File: config.mk
export PLATFORM = sky130hd
export DESIGN_NAME = tcp_client_retransmit_fsm
export DESIGN_NICKNAME = d
export VERILOG_FILES = /design/src/sv/tcp_cr_pkg.sv /design/src/sv/tcp_cr_cfg.sv /design/src/sv/tcp_cr_engine.sv /design/src/sv/tcp_cr_obuf.sv /design/src/sv/tcp_client_retransmit_fsm.sv
export SDC_FILE = /design/constraint.sdc
export NUM_CORES = 1
export LEC_CHECK = 0
export ABC_AREA = 1
export BUFFER_PORTS_ARGS = -buffer_cell sky130_fd_sc_hd__buf_2
export CAP_MARGIN = 20
export CORE_MARGIN = 5
export CORE_UTILIZATION = 44
export DETAILED_ROUTE_END_ITERATION = 8
export HOLD_SLACK_MARGIN = 0.05
export PLACE_DENSITY = 0.65
export SYNTH_ARGS = -nofsm -noshare
export SYNTH_HDL_FRONTEND = slang
export SYNTH_SLANG_ARGS = --single-unit
File: constraint.sdc
create_clock -name clk -period 8.13 [get_ports clk]
set_input_delay 0.813 -clock clk [delete_from_list [all_inputs] [get_ports clk]]
set_output_delay 0.813 -clock clk [all_outputs]
set_load 0.005 [all_outputs]
File: src/sv/tcp_cr_pkg.sv
// ----------------------------------------------------------------------------
// tcp_cr_pkg: shared types and constants of the TCP client connection engine
// Transaction types, configuration layout, register indexes, flag and state
// codes used by the engine, the configuration block and the output buffer.
// ----------------------------------------------------------------------------
`default_nettype none

package tcp_cr_pkg;

	// default width of the retransmit timeout and alarm counters
	localparam int TIMEOUT_BITS_DEF = 20;

	// opcodes of an input transaction
	localparam logic [1:0] OP_OPEN    = 2'd0;
	localparam logic [1:0] OP_SEGMENT = 2'd1;
	localparam logic [1:0] OP_TICK    = 2'd2;

	// TCP flag bits
	localparam logic [4:0] F_FIN = 5'h01;
	localparam logic [4:0] F_SYN = 5'h02;
	localparam logic [4:0] F_RST = 5'h04;
	localparam logic [4:0] F_PSH = 5'h08;
	localparam logic [4:0] F_ACK = 5'h10;

	// connection states
	localparam logic [2:0] ST_CLOSED      = 3'd0;
	localparam logic [2:0] ST_SYN_SENT    = 3'd1;
	localparam logic [2:0] ST_ESTABLISHED = 3'd2;
	localparam logic [2:0] ST_FIN_SENT    = 3'd3;
	localparam logic [2:0] ST_DONE        = 3'd4;

	// configuration register indexes
	localparam logic [1:0] CFG_INITIAL_SEQUENCE = 2'd0;
	localparam logic [1:0] CFG_INITIAL_TIMEOUT  = 2'd1;
	localparam logic [1:0] CFG_RETRY_LIMIT      = 2'd2;
	localparam logic [1:0] CFG_MESSAGE_LENGTH   = 2'd3;

	// configuration reset values
	localparam logic [31:0] RST_INITIAL_SEQUENCE = 32'd1000;
	localparam logic [15:0] RST_INITIAL_TIMEOUT  = 16'd300;
	localparam logic [3:0]  RST_RETRY_LIMIT      = 4'd5;
	localparam logic [10:0] RST_MESSAGE_LENGTH   = 11'd16;

	// reset value of the current timeout and the largest payload
	localparam int          RST_CURRENT_TIMEOUT = 300;
	localparam logic [10:0] MAX_PAYLOAD         = 11'd1460;

	typedef struct packed {
		logic [1:0]  opcode;
		logic [7:0]  rx_flags;
		logic [31:0] rx_seq;
		logic [31:0] rx_ack;
		logic [15:0] rx_payload_len;
	} in_item_t;

	typedef struct packed {
		logic        tx_valid;
		logic [4:0]  tx_flags;
		logic [31:0] tx_seq;
		logic [31:0] tx_ack;
		logic [10:0] tx_payload_len;
		logic        is_retransmit;
		logic [2:0]  conn_state;
		logic        last;
	} out_item_t;

	typedef struct packed {
		logic [31:0] initial_sequence;
		logic [15:0] initial_timeout_ms;
		logic [3:0]  retry_limit;
		logic [10:0] message_length;
	} cfg_t;

	// header of one segment to send
	typedef struct packed {
		logic [4:0]  flags;
		logic [31:0] seq;
		logic [31:0] ack;
		logic [10:0] len;
		logic        retx;
	} seg_t;

endpackage

`default_nettype wire

File: src/sv/tcp_cr_cfg.sv
// ----------------------------------------------------------------------------
// tcp_cr_cfg: configuration registers
// Holds the four software-visible registers and decodes write transactions.
// ----------------------------------------------------------------------------
`default_nettype none

module tcp_cr_cfg
	import tcp_cr_pkg::*;
(
	input  wire logic        clk,
	input  wire logic        arst_n,
	input  wire logic        wr,
	input  wire logic [1:0]  index,
	input  wire logic [31:0] data,
	output cfg_t             cfg
);

	cfg_t cfg_q;

	// write the addressed register
	always_ff @(posedge clk or negedge arst_n) begin
		if (!arst_n) begin
			cfg_q.initial_sequence   <= RST_INITIAL_SEQUENCE;
			cfg_q.initial_timeout_ms <= RST_INITIAL_TIMEOUT;
			cfg_q.retry_limit        <= RST_RETRY_LIMIT;
			cfg_q.message_length     <= RST_MESSAGE_LENGTH;
		end else if (wr) begin
			unique case (index)
				CFG_INITIAL_SEQUENCE: cfg_q.initial_sequence   <= data;
				CFG_INITIAL_TIMEOUT:  cfg_q.initial_timeout_ms <= data[15:0];
				CFG_RETRY_LIMIT:      cfg_q.retry_limit        <= data[3:0];
				CFG_MESSAGE_LENGTH:   cfg_q.message_length     <= data[10:0];
				default: ;
			endcase
		end
	end

	assign cfg = cfg_q;

endmodule

`default_nettype wire

File: src/sv/tcp_cr_engine.sv
// ----------------------------------------------------------------------------
// tcp_cr_engine: connection state and segment decision
// Keeps the connection state, sequence numbers, the outstanding segment and
// the retransmit alarm; turns one event into one or two result transactions.
// ----------------------------------------------------------------------------
`default_nettype none

module tcp_cr_engine
	import tcp_cr_pkg::*;
#(
	parameter int TIMEOUT_BITS = TIMEOUT_BITS_DEF
) (
	input  wire logic     clk,
	input  wire logic     arst_n,
	input  wire logic     go,
	input  in_item_t      item,
	input  cfg_t          cfg,
	output out_item_t     res0,
	output out_item_t     res1,
	output logic          two
);

	localparam logic [TIMEOUT_BITS-1:0] TMO_RESET = TIMEOUT_BITS'(RST_CURRENT_TIMEOUT);

	logic [2:0]              state_q;
	logic [31:0]             snd_next_q;
	logic [31:0]             rcv_next_q;
	logic                    payload_sent_q;
	logic                    ost_valid_q;
	logic [4:0]              ost_flags_q;
	logic [31:0]             ost_seq_q;
	logic [31:0]             ost_ack_q;
	logic [10:0]             ost_len_q;
	logic [31:0]             retire_seq_q;
	logic [3:0]              retry_q;
	logic [TIMEOUT_BITS-1:0] cur_tmo_q;
	logic [TIMEOUT_BITS-1:0] alarm_rem_q;
	logic                    alarm_armed_q;

	logic [2:0]              state_n;
	logic [31:0]             snd_next_n;
	logic [31:0]             rcv_next_n;
	logic                    payload_sent_n;
	logic                    ost_valid_n;
	logic [4:0]              ost_flags_n;
	logic [31:0]             ost_seq_n;
	logic [31:0]             ost_ack_n;
	logic [10:0]             ost_len_n;
	logic [31:0]             retire_seq_n;
	logic [3:0]              retry_n;
	logic [TIMEOUT_BITS-1:0] cur_tmo_n;
	logic [TIMEOUT_BITS-1:0] alarm_rem_n;
	logic                    alarm_armed_n;

	seg_t       seg0;
	seg_t       seg1;
	logic [1:0] nres;

	// decide the segments and next state for the held event
	always_comb begin
		logic [4:0]              flags;
		logic [31:0]             ack_diff;
		logic [10:0]             msg_len;
		logic                    dmatch;
		logic                    do_fin;
		logic [31:0]             rcv1;
		logic [31:0]             rcv2;
		logic [TIMEOUT_BITS-1:0] tmo_dbl;
		logic                    st_en;
		logic [4:0]              st_flags;
		logic [31:0]             st_ack;
		logic [10:0]             st_len;
		logic [31:0]             st_consumed;
		seg_t                    fin_seg;

		flags    = item.rx_flags[4:0];
		ack_diff = item.rx_ack - retire_seq_q;
		msg_len  = (cfg.message_length > MAX_PAYLOAD) ? MAX_PAYLOAD : cfg.message_length;
		dmatch   = (item.rx_payload_len != 16'd0) && (item.rx_seq == rcv_next_q);
		do_fin   = flags[0] || (payload_sent_q && (item.rx_payload_len != 16'd0));
		rcv1     = rcv_next_q + (dmatch ? 32'(item.rx_payload_len) : 32'd0);
		rcv2     = rcv1 + 32'(flags[0]);
		tmo_dbl  = cur_tmo_q[TIMEOUT_BITS-1] ? '1 : {cur_tmo_q[TIMEOUT_BITS-2:0], 1'b0};
		fin_seg  = '{flags: F_ACK | F_FIN, seq: snd_next_q, ack: rcv2, len: '0, retx: 1'b0};

		state_n        = state_q;
		snd_next_n     = snd_next_q;
		rcv_next_n     = rcv_next_q;
		payload_sent_n = payload_sent_q;
		ost_valid_n    = ost_valid_q;
		ost_flags_n    = ost_flags_q;
		ost_seq_n      = ost_seq_q;
		ost_ack_n      = ost_ack_q;
		ost_len_n      = ost_len_q;
		retire_seq_n   = retire_seq_q;
		retry_n        = retry_q;
		cur_tmo_n      = cur_tmo_q;
		alarm_rem_n    = alarm_rem_q;
		alarm_armed_n  = alarm_armed_q;
		seg0           = '0;
		seg1           = '0;
		nres           = 2'd0;
		st_en          = 1'b0;
		st_flags       = '0;
		st_ack         = '0;
		st_len         = '0;
		st_consumed    = '0;

		unique case (item.opcode)
			OP_OPEN: begin
				state_n    = ST_SYN_SENT;
				rcv_next_n = '0;
				seg0       = '{flags: F_SYN, seq: cfg.initial_sequence, ack: '0,
					len: '0, retx: 1'b0};
				nres       = 2'd1;
				st_en      = 1'b1;
				st_flags   = F_SYN;
				st_consumed = 32'd1;
			end
			OP_SEGMENT: begin
				if (flags[2]) begin
					state_n = ST_DONE;
				end else begin
					// retire the outstanding segment on a covering acknowledgement
					if (flags[4] && ost_valid_q && !ack_diff[31]) begin
						ost_valid_n   = 1'b0;
						alarm_armed_n = 1'b0;
					end
					if (state_q == ST_SYN_SENT && flags[1] && flags[4]) begin
						rcv_next_n     = item.rx_seq + 32'd1;
						state_n        = ST_ESTABLISHED;
						payload_sent_n = 1'b1;
						seg0 = '{flags: F_ACK, seq: snd_next_q, ack: rcv_next_n,
							len: '0, retx: 1'b0};
						seg1 = '{flags: F_ACK | F_PSH, seq: snd_next_q, ack: rcv_next_n,
							len: msg_len, retx: 1'b0};
						nres = 2'd2;
						if (msg_len != 11'd0) begin
							st_en       = 1'b1;
							st_flags    = F_ACK | F_PSH;
							st_ack      = rcv_next_n;
							st_len      = msg_len;
							st_consumed = 32'(msg_len);
						end
					end else if (state_q == ST_ESTABLISHED) begin
						rcv_next_n = rcv2;
						if (dmatch) begin
							seg0 = '{flags: F_ACK, seq: snd_next_q, ack: rcv1,
								len: '0, retx: 1'b0};
							nres = 2'd1;
						end
						if (do_fin) begin
							if (dmatch) begin
								seg1 = fin_seg;
							end else begin
								seg0 = fin_seg;
							end
							nres        = dmatch ? 2'd2 : 2'd1;
							state_n     = ST_FIN_SENT;
							st_en       = 1'b1;
							st_flags    = F_ACK | F_FIN;
							st_ack      = rcv2;
							st_consumed = 32'd1;
						end
					end else if (state_q == ST_FIN_SENT && flags[4]) begin
						state_n = ST_DONE;
					end
				end
			end
			OP_TICK: begin
				if (alarm_armed_q) begin
					if (alarm_rem_q[TIMEOUT_BITS-1:1] == '0) begin
						alarm_armed_n = 1'b0;
						alarm_rem_n   = '0;
						if (ost_valid_q) begin
							if (retry_q >= cfg.retry_limit) begin
								// give up on the connection
								ost_valid_n = 1'b0;
								state_n     = ST_DONE;
							end else begin
								retry_n       = retry_q + 4'd1;
								seg0 = '{flags: ost_flags_q, seq: ost_seq_q, ack: ost_ack_q,
									len: ost_len_q, retx: 1'b1};
								nres          = 2'd1;
								cur_tmo_n     = tmo_dbl;
								alarm_rem_n   = tmo_dbl;
								alarm_armed_n = 1'b1;
							end
						end
					end else begin
						alarm_rem_n = alarm_rem_q - TIMEOUT_BITS'(1);
					end
				end
			end
			default: ;
		endcase

		// store a segment that consumed sequence space and arm its alarm
		if (st_en) begin
			ost_valid_n   = 1'b1;
			ost_flags_n   = st_flags;
			ost_seq_n     = (item.opcode == OP_OPEN) ? cfg.initial_sequence : snd_next_q;
			ost_ack_n     = st_ack;
			ost_len_n     = st_len;
			retire_seq_n  = ost_seq_n + st_consumed;
			snd_next_n    = retire_seq_n;
			retry_n       = '0;
			cur_tmo_n     = TIMEOUT_BITS'(cfg.initial_timeout_ms);
			alarm_rem_n   = TIMEOUT_BITS'(cfg.initial_timeout_ms);
			alarm_armed_n = 1'b1;
		end else if (item.opcode == OP_OPEN) begin
			snd_next_n = cfg.initial_sequence;
		end
	end

	// build the result transactions
	always_comb begin
		res0 = '0;
		res1 = '0;
		if (nres != 2'd0) begin
			res0.tx_valid       = 1'b1;
			res0.tx_flags       = seg0.flags;
			res0.tx_seq         = seg0.seq;
			res0.tx_ack         = seg0.ack;
			res0.tx_payload_len = seg0.len;
			res0.is_retransmit  = seg0.retx;
		end
		res0.conn_state     = state_n;
		res0.last           = (nres != 2'd2);
		res1.tx_valid       = 1'b1;
		res1.tx_flags       = seg1.flags;
		res1.tx_seq         = seg1.seq;
		res1.tx_ack         = seg1.ack;
		res1.tx_payload_len = seg1.len;
		res1.is_retransmit  = seg1.retx;
		res1.conn_state     = state_n;
		res1.last           = 1'b1;
	end

	assign two = (nres == 2'd2);

	// advance the connection state on each processed event
	always_ff @(posedge clk or negedge arst_n) begin
		if (!arst_n) begin
			state_q        <= ST_CLOSED;
			snd_next_q     <= '0;
			rcv_next_q     <= '0;
			payload_sent_q <= 1'b0;
			ost_valid_q    <= 1'b0;
			ost_flags_q    <= '0;
			ost_seq_q      <= '0;
			ost_ack_q      <= '0;
			ost_len_q      <= '0;
			retire_seq_q   <= '0;
			retry_q        <= '0;
			cur_tmo_q      <= TMO_RESET;
			alarm_rem_q    <= '0;
			alarm_armed_q  <= 1'b0;
		end else if (go) begin
			state_q        <= state_n;
			snd_next_q     <= snd_next_n;
			rcv_next_q     <= rcv_next_n;
			payload_sent_q <= payload_sent_n;
			ost_valid_q    <= ost_valid_n;
			ost_flags_q    <= ost_flags_n;
			ost_seq_q      <= ost_seq_n;
			ost_ack_q      <= ost_ack_n;
			ost_len_q      <= ost_len_n;
			retire_seq_q   <= retire_seq_n;
			retry_q        <= retry_n;
			cur_tmo_q      <= cur_tmo_n;
			alarm_rem_q    <= alarm_rem_n;
			alarm_armed_q  <= alarm_armed_n;
		end
	end

endmodule

`default_nettype wire

File: src/sv/tcp_cr_obuf.sv
// ----------------------------------------------------------------------------
// tcp_cr_obuf: two-entry result buffer
// Holds the one or two result transactions of an event and presents them in
// order on the output channel; loads again as soon as the last one leaves.
// ----------------------------------------------------------------------------
`default_nettype none

module tcp_cr_obuf
	import tcp_cr_pkg::*;
(
	input  wire logic  clk,
	input  wire logic  arst_n,
	input  wire logic  load,
	input  out_item_t  res0,
	input  out_item_t  res1,
	input  wire logic  two,
	output logic       can_load,
	output logic       valid,
	input  wire logic  ready,
	output out_item_t  data
);

	out_item_t  buf_q [2];
	logic [1:0] cnt_q;
	logic       pop;

	assign valid    = (cnt_q != 2'd0);
	assign pop      = valid && ready;
	assign can_load = (cnt_q == 2'd0) || ((cnt_q == 2'd1) && ready);
	assign data     = buf_q[0];

	// track the number of held results
	always_ff @(posedge clk or negedge arst_n) begin
		if (!arst_n) begin
			cnt_q <= 2'd0;
		end else if (load) begin
			cnt_q <= two ? 2'd2 : 2'd1;
		end else if (pop) begin
			cnt_q <= cnt_q - 2'd1;
		end
	end

	// load a new pair or shift the second result to the head
	always_ff @(posedge clk) begin
		if (load) begin
			buf_q[0] <= res0;
			buf_q[1] <= res1;
		end else if (pop) begin
			buf_q[0] <= buf_q[1];
		end
	end

`ifndef ASSERT_OFF
	a_cnt_range: assert property (@(posedge clk) disable iff (!arst_n)
		cnt_q != 2'd3)
		else $error("result count out of range");

	a_load_room: assert property (@(posedge clk) disable iff (!arst_n)
		load |-> can_load)
		else $error("load while the buffer has no room");

	a_shift_order: assert property (@(posedge clk) disable iff (!arst_n)
		(pop && (cnt_q == 2'd2) && !load) |=> (valid && (data == $past(buf_q[1]))))
		else $error("second result not presented after the first");

	a_last_closes: assert property (@(posedge clk) disable iff (!arst_n)
		(valid && !data.last) |-> (cnt_q == 2'd2))
		else $error("result without last flag has no successor");
`endif

endmodule

`default_nettype wire

File: src/sv/tcp_client_retransmit_fsm.sv
// ----------------------------------------------------------------------------
// tcp_client_retransmit_fsm: minimal TCP client connection engine
// Input transactions carry an event: open, received segment header or a
// one millisecond tick. Output transactions carry the header of a segment to
// send (tx_valid 1) or an empty result (tx_valid 0); last marks the final
// result of an event, and an event gives one or two results.
// An accepted event sits in the input register while the engine evaluates it;
// its results are then registered in the two-entry output buffer and offered
// from there.
// Throughput is one event per cycle while each event gives one result and the
// receiver keeps ready high; an event with two results holds the two-entry
// output buffer until its second result leaves, which sets the rate for such events.
// When the receiver stalls, results wait in the output buffer, one more event
// waits in the input register, and in_ready falls until room appears.
// Configuration writes are always ready and take effect on the next cycle.
// Reset clears the connection to closed with nothing outstanding and loads
// the register defaults; no results are pending after reset.
// ----------------------------------------------------------------------------
`default_nettype none

module tcp_client_retransmit_fsm
	import tcp_cr_pkg::*;
#(
	parameter int TIMEOUT_BITS = TIMEOUT_BITS_DEF
) (
	input  wire logic        clk,
	input  wire logic        arst_n,
	input  wire logic        in_valid,
	output logic             in_ready,
	input  in_item_t         in_data,
	output logic             out_valid,
	input  wire logic        out_ready,
	output out_item_t        out_data,
	input  wire logic        cfg_valid,
	output logic             cfg_ready,
	input  wire logic [1:0]  cfg_index,
	input  wire logic [31:0] cfg_data
);

	in_item_t  item_s1;
	logic      valid_s1;
	logic      take;
	logic      can_load;
	cfg_t      cfg;
	out_item_t res0;
	out_item_t res1;
	logic      two;

	assign cfg_ready = 1'b1;
	assign take      = valid_s1 && can_load;
	assign in_ready  = !valid_s1 || take;

	// hold the accepted event until the engine takes it
	always_ff @(posedge clk or negedge arst_n) begin
		if (!arst_n) begin
			valid_s1 <= 1'b0;
		end else if (in_ready) begin
			valid_s1 <= in_valid;
		end
	end

	always_ff @(posedge clk) begin
		if (in_valid && in_ready) begin
			item_s1 <= in_data;
		end
	end

	tcp_cr_cfg u_cfg (
		.clk    (clk),
		.arst_n (arst_n),
		.wr     (cfg_valid && cfg_ready),
		.index  (cfg_index),
		.data   (cfg_data),
		.cfg    (cfg)
	);

	tcp_cr_engine #(
		.TIMEOUT_BITS (TIMEOUT_BITS)
	) u_engine (
		.clk    (clk),
		.arst_n (arst_n),
		.go     (take),
		.item   (item_s1),
		.cfg    (cfg),
		.res0   (res0),
		.res1   (res1),
		.two    (two)
	);

	tcp_cr_obuf u_obuf (
		.clk      (clk),
		.arst_n   (arst_n),
		.load     (take),
		.res0     (res0),
		.res1     (res1),
		.two      (two),
		.can_load (can_load),
		.valid    (out_valid),
		.ready    (out_ready),
		.data     (out_data)
	);

endmodule

`default_nettype wire

Word-level counts from Yosys, hierarchy flattened:

Memories as Yosys holds them, arrays and structs flattened.
Cells that the tools add are included.
Widths: inputs -> output; s select.

* register bits: 379
* memory bits (writable): 172
* input port bits: 129
* output and inout bits: 89
* logic and storage cells: 214
* memories kept: 1

Memory list
* u_obuf.buf_q: depth 2, bits a word 86, read ports 2, clocked after Yosys merged registers in 0, wr ports 2, RTL line tcp_cr_obuf.sv:23 `out_item_t buf_q [2];`

* add/subtract/negate cells: 8
* magnitude comparators: 2
* eq/ne operators: 19
* multiplexer cells: 115
* bitwise logic cells: 2
* reduce and logical (&&, ||, !) cells: 42

Operators by type and width (number)
* $mux 81: 16
* $mux 32: 14
* $mux 20: 13
* $pmux 81 s3: 1
* $pmux 32 s2: 2
* $mux 86: 1
* $mux 82: 1
* $mux 11: 6
* $add 32x32->32: 2
* $add 32x1->32: 1
* $add 32x1->32 const B: 1
* $eq 32x32->1: 1
* $sub 32x32->32: 1
* $mux 3: 9
* $mux 5: 5
* $mux 4: 6
* $mux 1: 23
* $mux 2: 11
* $sub 20x1->20 const B: 1
* $logic_not 19->1: 1
* $mux 16: 1
* $reduce_bool 16->1: 1
* $reduce_bool 2->1: 8
* $ne 3x1->1 const B: 4
* other kinds (26): 58

Longest topological paths before layout:

Gate-level depths: netlist of run 1.

* word-level depth: 13
* gate-level depth with buffers: 37
* gate-level depth less buffers: 35

Cells and area by module:

From an unflattened synthesis of run 1, not the netlist that was laid out.

* cell total of the unflattened synthesis: 3877
* area, all modules: 30952.2 µm²

Modules (own cells, without submodules)
* tcp_cr_engine: instances 1, cells each 3005, area each 18925.7 µm², sequential area each 5635.4 µm²
* tcp_cr_obuf: instances 1, cells each 492, area each 6687.7 µm², sequential area each 5215.0 µm²
* tcp_client_retransmit_fsm: instances 1, cells each 100, area each 2766.4 µm², sequential area each 2727.6 µm²
* tcp_cr_cfg: instances 1, cells each 280, area each 2572.5 µm², sequential area each 1592.8 µm²

Worst setup path after synthesis of run 1:

No wires, ideal clock.

* path type: register to register
* start point: register u_obuf.cnt_q[0]
* end point: register u_obuf.cnt_q[0]
* arrival time: 7.379 ns
* data required time: 7.952 ns
* slack: 0.573 ns
* stages on the path, launching flop included: 7
* period minus slack after synthesis: 7.557 ns
* path through: dfrtp_1 > inv_1 > ha_1 > inv_1 > o21ai_0 > o211ai_1 > o21ai_0

* elaborated cells between the ends (all ways): 11
* those cells by class: add/sub: 1; eq/ne: 1; mux: 2; reduce/logical: 7

RTL lines
* start, declared: RTL line tcp_cr_obuf.sv:24 `logic [1:0] cnt_q;`
* start signal, assigned: RTL line tcp_cr_obuf.sv:37 `cnt_q <= two ? 2'd2 : 2'd1;`
* start signal, assigned: RTL line tcp_cr_obuf.sv:39 `cnt_q <= cnt_q - 2'd1;`
* $reduce_bool 2->1: RTL line tcp_cr_obuf.sv:27 `assign valid = (cnt_q != 2'd0);`
* named net out_valid: RTL line tcp_client_retransmit_fsm.sv:31 `output logic out_valid,`
* $logic_and 1x1->1: RTL line tcp_cr_obuf.sv:28 `assign pop = valid && ready;`
* $reduce_bool 2->1 (no source line)

The timed path passes the listed nets, and every way through them passes these cells. The select of a mux whose other input is x is not followed.
A chain may end at the register's enable or synchronous reset.

==> results.cfg, run 1 <==
[yosys]
synth.yosys.seq_area_share_pct = 49.0
synth_nets = 3947
ys_types = 69
synth-edff-count = 252
synth-async-reset-ratio_pct = 53.6
yosysWarnings = 0
ys_ff_latch = 543
syn_area_sq_um = 30300
syn_inst = 3745
avgSynthCellArea_sq_um = 8.10
ys.flop_type = dfrtp_1

[worst_setup_path]
timing.rr.start = item_s1[13]$_DFFE_PP_
ff2ff_setup_slack_ns = 2.73
crit_arrival_ns = 5.77
ff2ff_path_depth = 25
required_ns = 8.49
critPathLaunchType = flip-flop
critPathMaxFanout = 53
cp-end-kind = flip-flop
rr_endpoint = u_obuf.buf_q[1][46]$_SDFFCE_PP0P_
worst-setup-path-type = reg -> reg

[layout]
drive_gt1_share_pct = 11.6
syn_to_final_growth_pct = 12.4
fin_cells = 4832
final_area_sq_um = 34100
num-nets-final = 4100

[global_routing]
antenna_found_initial = 4
grt_pass1_wl_mm = 145
grt_pass1_vias = 25344
grt_use_total_pct = 25.0
gr-total-overflow = 0
grt_max_degree = 162

[power]
power.internal_mw = 6.82
p_seq_share_pct = 41.0
powerDensity_nw_per_um2 = 326
p_switching_mw = 4.31
sw_frac_of_total_pct = 38.7
vdd_drop_max_uv = 219
p_clk_share_pct = 25.7
p_total_mw = 11.1
leakage_nw = 15.4
pwr-share-comb_pct = 33.3

[timing]
worst_pin_slew_ns = 1.14
fin_setup_tns_ns = 0
hold_violations = 0
setup_violations = 0
rsz0062_at_grt = false
slew_violations = 0
min_period_ns = 5.40
clock-skew-final_ns = 0.0417
max_clock_freq_mhz = 185
fin_crit_sh_pct = 66.4
timing.final.ws_setup_ns = 2.73
slew_headroom_pct = 24.2

[clock_network]
postCtsResizedCells = 0
post_cts_buffers = 0
cts_tree = yes
root_buffer = clkbuf_16
clk_path_buf_depth = 3
cts_max_level = 2
cts_hold_buffers = 0
insertion_delay_ns = 0.66
cts_buffers = 59
cts.clk_slew.worst_paths_ns = 0.06
tritoncts_num_sinks = 543

[place]
pre_cts_slack_ns = 2.84
placed_area_sq_um = 32000
hpwl_mm = 66.2
portBuffers = 211
dp_cells = 4717
gp_congestion = 0.932

[routing]
drtIter0Drc = 2181
viasPerCell = 5.41
wl_per_cell_microns = 19.7
antenna_left = 0
drc_errors = 0
drt_pass1_iterations = 6
routed_wl_mm = 94.9
routed-via-count = 26157

[floorplanning]
die_area_sq_um = 74300
ioPinCount = 218
initial_core_util_pct = 44.3
die_h_microns = 273
core.rowCount = 96
die_w_microns = 273
core_area_sq_um = 68500

[worst_hold_path]
hold_class = in -> async

[run_status]
status = complete, no violations

[run]
max_cap_viol_count = 0
-- registers in the layout (all words and copies together), names as in the netlist, 2 cells and up --
register,count
u_obuf.buf_q,166
item_s1,86
u_cfg.cfg,63
u_engine.ost_ack_q,32
u_engine.ost_seq_q,32
u_engine.rcv_next_q,32
u_engine.retire_seq_q,32
u_engine.snd_next_q,32
u_engine.alarm_rem_q,20
u_engine.cur_tmo_q,20
u_engine.ost_len_q,11
u_engine.ost_flags_q,4
u_engine.retry_q,4
u_engine.state_q,3
u_obuf.cnt_q,2
-- cells in the final DEF (no fill, tap or decap), drive strengths merged, types with 2 or more instances in the layout --
cell and instances:
nand2 1119, inv 452, o21ai 367, nor2 321
dfrtp 274, edfxtp 252, buf 238, nand3 189
a21oi 154, clkbuf 73, ha 71, nand4 63
xor2 62, nor3 42, o22ai 32, xnor2 28
clkinv 27, o211ai 23, o221ai 21, o31ai 18
nor4 17, dfstp 17, mux2 16, a22o 9
bufinv 9, a22oi 8, nand3b 8, or2 6
a31oi 5, clkinvlp 4, a32o 3, o21bai 3
diode 2, fa 2, conb 2
-- cell type report --
cell class / instances / area, sq um
timing repair buffer: 238 / 1300
antenna: 2 / 5.00
clock inverter: 38 / 467
tap: 882 / 1100
inverter: 454 / 1720
multi-input combinational: 2602 / 13000
sequential: 543 / 14900
fill: 6659 / 34400
clock buffer: 73 / 1600
-- per-layer routing --
| layer | up-vias | track usage (%) | wire length (microns) |
|---|---|---|---|
| met3 | 239 | 4.42 | 6100 |
| li1 | 12661 | - | - |
| met2 | 915 | 42.0 | 44900 |
| met1 | 12336 | 31.4 | 38700 |
| met4 | 6 | 11.8 | 5190 |
| met5 | - | 0 | 40 |
-- per-stage QoR --
step,hold slack (ns),util [%]
finish,0.174,49.8
global route,0.211,49.8
CTS,0.194,49.8
detailed placement,0.459,46.7
global placement,0.452,46.7
floorplan,0.437,-
-- how the worst max path moves through the flow --
stage / start / slack, ns / to / depth (start not counted)
4_1_cts: item_s1[13]$_DFFE_PP_ / 2.78 / u_obuf.buf_q[0][44]$_DFFE_PP_ / 26
3_5_place_dp: item_s1[13]$_DFFE_PP_ / 2.84 / u_obuf.buf_q[1][46]$_SDFFCE_PP0P_ / 25
6_report: item_s1[13]$_DFFE_PP_ / 2.73 / u_obuf.buf_q[1][46]$_SDFFCE_PP0P_ / 25
2_1_floorplan: u_obuf.cnt_q[0]$_DFFE_PN0P_ / 0.57 / u_obuf.cnt_q[0]$_DFFE_PN0P_ / 6
3_3_place_gp: item_s1[13]$_DFFE_PP_ / 2.83 / u_obuf.buf_q[0][44]$_DFFE_PP_ / 26
5_1_grt: item_s1[1]$_DFFE_PP_ / 2.23 / u_obuf.buf_q[0][44]$_DFFE_PP_ / 26
-- cells by family after synthesis --
kind of cell	count (synthesis)	share of synthesized area, %
multiplexers	16	0.594
AO/OA/AOI/OAI	651	12.1
AND/OR/NAND/NOR	1770	24.5
buffers and inverters	600	8.13
XOR/XNOR	90	2.60
flip-flops	543	49.0
adder cells (fa/ha/maj)	73	3.06
other	2	0.0248
-- synthesized netlist by cell type, drive strengths merged, types with 2 or more instances --
library cell / number / area (sq um)
o221ai: 21 / 184
a22o: 9 / 78.8
xnor2: 28 / 245
nand2: 1119 / 4260
nand3: 189 / 968
a32o: 3 / 30.0
mux2: 16 / 180
dfrtp: 274 / 6860
or2: 6 / 37.5
a21oi: 154 / 774
o21ai: 367 / 1910
buf: 58 / 358
clkinv: 2 / 7.51
o31ai: 18 / 135
conb: 2 / 7.51
dfstp: 17 / 447
o21bai: 3 / 22.5
nand4: 63 / 407
nor4: 17 / 106
edfxtp: 252 / 7570
a22oi: 8 / 60.1
o211ai: 23 / 173
nor2: 321 / 1320
a31oi: 5 / 31.3
nor3: 42 / 230
inv: 452 / 1710
fa: 2 / 40.0
nand3b: 8 / 60.1
ha: 71 / 888
xor2: 62 / 543
o22ai: 32 / 206
clkbuf: 88 / 392
-- power by group through the flow --
stage / sequential (mW) / combinational, mW / clock [mW]
after global routing: 4.66 / 4.14 / 3.02
after floorplan: 4.51 / 2.44 / 0
after detailed placement: 4.60 / 3.70 / 0
after global placement: 4.59 / 3.63 / 0
after CTS: 4.56 / 3.71 / 2.91
final: 4.56 / 3.71 / 2.86
-- critical path, stage by stage (launching register included) --
cell	delay, ns
edfxtp_1	0.39
nor4_1	0.40
nand4_1	0.30
nand3_1	0.22
nor2_4	0.07
inv_2	0.11
buf_4	0.49
nor2_1	0.09
ha_1	0.28
fa_1	0.58
ha_1	0.19
inv_1	0.04
nor2_1	0.09
nand3_1	0.16
nor2_1	0.19
nand3_1	0.09
nor2_1	0.13
nand3_1	0.15
nor2_2	0.21
nand3_1	0.18
o21ai_1	0.19
nand2_1	0.07
nor2_1	0.20
nor2_1	0.06
nand2_1	0.16
nor2_1	0.06
No activity file was read; power rests on OpenSTA's default activity.
==> inputs of run 2 (changes only) <==
--- a/config.mk
+++ b/config.mk
@@ -12,7 +12,7 @@
 export CORE_UTILIZATION = 44
 export DETAILED_ROUTE_END_ITERATION = 8
 export HOLD_SLACK_MARGIN = 0.05
-export PLACE_DENSITY = 0.65
+export PLACE_DENSITY = 0.68
 export SYNTH_ARGS = -nofsm -noshare
 export SYNTH_HDL_FRONTEND = slang
 export SYNTH_SLANG_ARGS = --single-unit
==> constraint.sdc (replaced) <==
create_clock -name clk -period 4.8 [get_ports clk]
set_input_delay 0.48 -clock clk [delete_from_list [all_inputs] [get_ports clk]]
set_output_delay 0.48 -clock clk [all_outputs]
set_load 0.005 [all_outputs]
==> run 2 against run 1 <==
Compared with the run above:
- clock-buffer cell count rose by 1
- setup slack got worse by 2.4 ns
- wire length rose by 1.6%
- worst hold slack got worse by 0.092 ns
- clock power rose by 72%
- maximum frequency rose by 20%
- sequential share of layout area fell by 2.3 points
- sequential power rose by 69%
- sequential cell count did not move
- combinational power rose by 80%
- critical endpoint is now u_engine.snd_next_q[30]$_DFFE_PN0P_
- highest routed layer unchanged
==> results.cfg, run 2 (synthesized netlist as in run 1, its figures left out) <==
[timing]
fin_crit_sh_pct = 93.9
max_clock_freq_mhz = 222
fin_setup_tns_ns = 0
holdWs_ns = 0.0819
min_period_ns = 4.51
rsz0062_at_grt = true
slew_violations = 0
hold_violations = 0
clock-skew-final_ns = 0.0456
slew_headroom_pct = 28.1
worst_pin_slew_ns = 1.07
timing.final.ws_setup_ns = 0.294
setup_violations = 0

[power]
vdd_drop_max_uv = 353
leakage_nw = 16.3
powerDensity_nw_per_um2 = 536
p_total_mw = 19.3

[layout]
final_area_sq_um = 36000
final_core_util_pct = 52.5
fillers = 6399
num-nets-final = 4271
diodes = 0
top_register = u_obuf.buf_q
drive_gt1_share_pct = 14.3
final_cell_mix = nand2_1, inv_1, o21ai_0, nor2_1, dfrtp_1
fin_cells = 5003
largest_reg_flops = 166
syn_to_final_growth_pct = 18.6
final_common_cell = nand2_1

[global_routing]
grt_use_total_pct = 25.4
grt_max_degree = 109
met1_usage_pct = 33.8
grt_pass1_vias = 25934
met3_usage_pct = 3.12
grt.busiest_layer = met2
grt_pass1_wl_mm = 148
antenna_found_initial = 2
grt_util_met2_pct = 42.3
gr-total-overflow = 0

[floorplanning]
die_w_microns = 273
core.rowCount = 96
initial_core_util_pct = 44.3
ioPinCount = 218
core_area_sq_um = 68500
die_h_microns = 273
die_area_sq_um = 74300

[routing]
antenna_left = 0
routed-via-count = 27225
drt_pass1_iterations = 6
routed_wl_mm = 96.5
viasPerCell = 5.44
wl_per_cell_microns = 19.3
drc_errors = 0
drtIter0Drc = 2666

[worst_setup_path]
crit_arrival_ns = 5.02
cp-end-kind = flip-flop
max_stage_delay_ns = 0.49
cp-endpoint = u_engine.snd_next_q[30]$_DFFE_PN0P_
path_cells = inv_2 -> nor2_4 -> inv_2 -> nor2_4 -> inv_2 -> nor2_2 -> clkinv_1 -> nor3_1 -> inv_1 -> nand2_1 -> ha_1 -> inv_1 -> fa_1 -> inv_1 -> nand3_1 -> o2111ai_1 -> a21oi_2 -> nor3_4 -> buf_4 -> nand4_1 -> xor2_1 -> nand2_1 -> o221ai_1
required_ns = 5.31
worst-setup-path-type = reg -> reg
cp_top_family = simple AND/OR/NAND/NOR gates
ff2ff_setup_slack_ns = 0.29
critPathLaunchType = flip-flop
crit_buf_inv = 8
timing.rr.start = item_s1[88]$_DFFE_PP_
rr_endpoint = u_engine.snd_next_q[30]$_DFFE_PN0P_
critPathMaxFanout = 5
path_depth = 23
ff2ff_path_depth = 23
crit_start = item_s1[88]$_DFFE_PP_
critPathSlowestCell = edfxtp_1

[clock_network]
cts_buffers = 60
root_buffer = clkbuf_16
insertion_delay_ns = 0.66
clk_path_buf_depth = 3
cts.clk_slew.worst_paths_ns = 0.07
tritoncts_num_sinks = 543
cts_max_level = 2
cts_tree = yes

[place]
portBuffers = 211
dp_cells = 4769
gp_congestion = 0.982
pre_cts_slack_ns = 0.205
hpwl_mm = 66.2
placed_area_sq_um = 32400

[run_status]
status = complete, no violations

[worst_hold_path]
hold_class = in -> reg

[run]
max_cap_viol_count = 0
-- run 2: changes by cell type in the layout (fill, tap and decap cells not counted), sizes merged --
cell	before	now
buf	238	307
clkinv	27	25
bufinv	9	6
inv	452	456
clkbuf	73	74
clkinvlp	4	7
dlygate4sd3	0	101
diode	2	0
-- run 2: layer usage --
| layer | share of wire [%] | routed length (microns) |
|---|---|---|
| met5 | 0.013 | 13 |
| met1 | 41 | 39800 |
| met4 | 4.5 | 4320 |
| met2 | 47 | 45700 |
| met3 | 6.9 | 6630 |
-- run 2: how the worst min path moves through the flow --
stage               cells past startpoint                              start                                end
floorplan                               0                             arst_n           u_cfg.cfg[0]$_DFFE_PN0P_
global placement                        2  u_engine.cur_tmo_q[3]$_DFFE_PN1P_  u_engine.cur_tmo_q[3]$_DFFE_PN1P_
detailed placement                      2  u_engine.cur_tmo_q[8]$_DFFE_PN1P_  u_engine.cur_tmo_q[8]$_DFFE_PN1P_
CTS                                     2                       cfg_data[26]          u_cfg.cfg[57]$_DFFE_PN0P_
global route                            2                       cfg_data[26]          u_cfg.cfg[57]$_DFFE_PN0P_
finish                                  2                       cfg_data[26]          u_cfg.cfg[57]$_DFFE_PN0P_
-- run 2: repair_timing --
item	CTS	global route
endpoints found under the setup margin	0	81
resized for setup	0	66
setup buffers	0	18
endpoints found under the hold margin	178	0
hold buffers	101	0
-- run 2: worst reg2reg max path: stages (launching register included) --
cell       delay [ns]
edfxtp_1         0.49
inv_2            0.14
nor2_4           0.16
inv_2            0.11
nor2_4           0.10
inv_2            0.06
nor2_2           0.13
clkinv_1         0.20
nor3_1           0.28
inv_1            0.10
nand2_1          0.11
ha_1             0.21
inv_1            0.08
fa_1             0.45
inv_1            0.12
nand3_1          0.10
o2111ai_1        0.19
a21oi_2          0.19
nor3_4           0.32
buf_4            0.17
nand4_1          0.14
xor2_1           0.19
nand2_1          0.16
o221ai_1         0.14
-- run 2: where the power goes --
group          internal, mW  total [mW]  switching (mW)  leakage, nW
Sequential             6.81        7.70           0.887         6.22
Combinational          2.12        6.67            4.55         9.04
Clock                  2.84        4.92            2.08         1.03
-- run 2: area by class of cell --
| cell class | instances | area (sq um) | share of cell area (%) |
|---|---|---|---|
| flip-flops and latches | 543 | 14900 | 41.3 |
| multi-input cells | 2602 | 13300 | 37.0 |
| repair buffers | 408 | 2830 | 7.87 |
| inverters | 454 | 1720 | 4.78 |
| clock buffers | 74 | 1680 | 4.67 |
| well taps | 882 | 1100 | 3.07 |
| clock inverters | 40 | 454 | 1.26 |
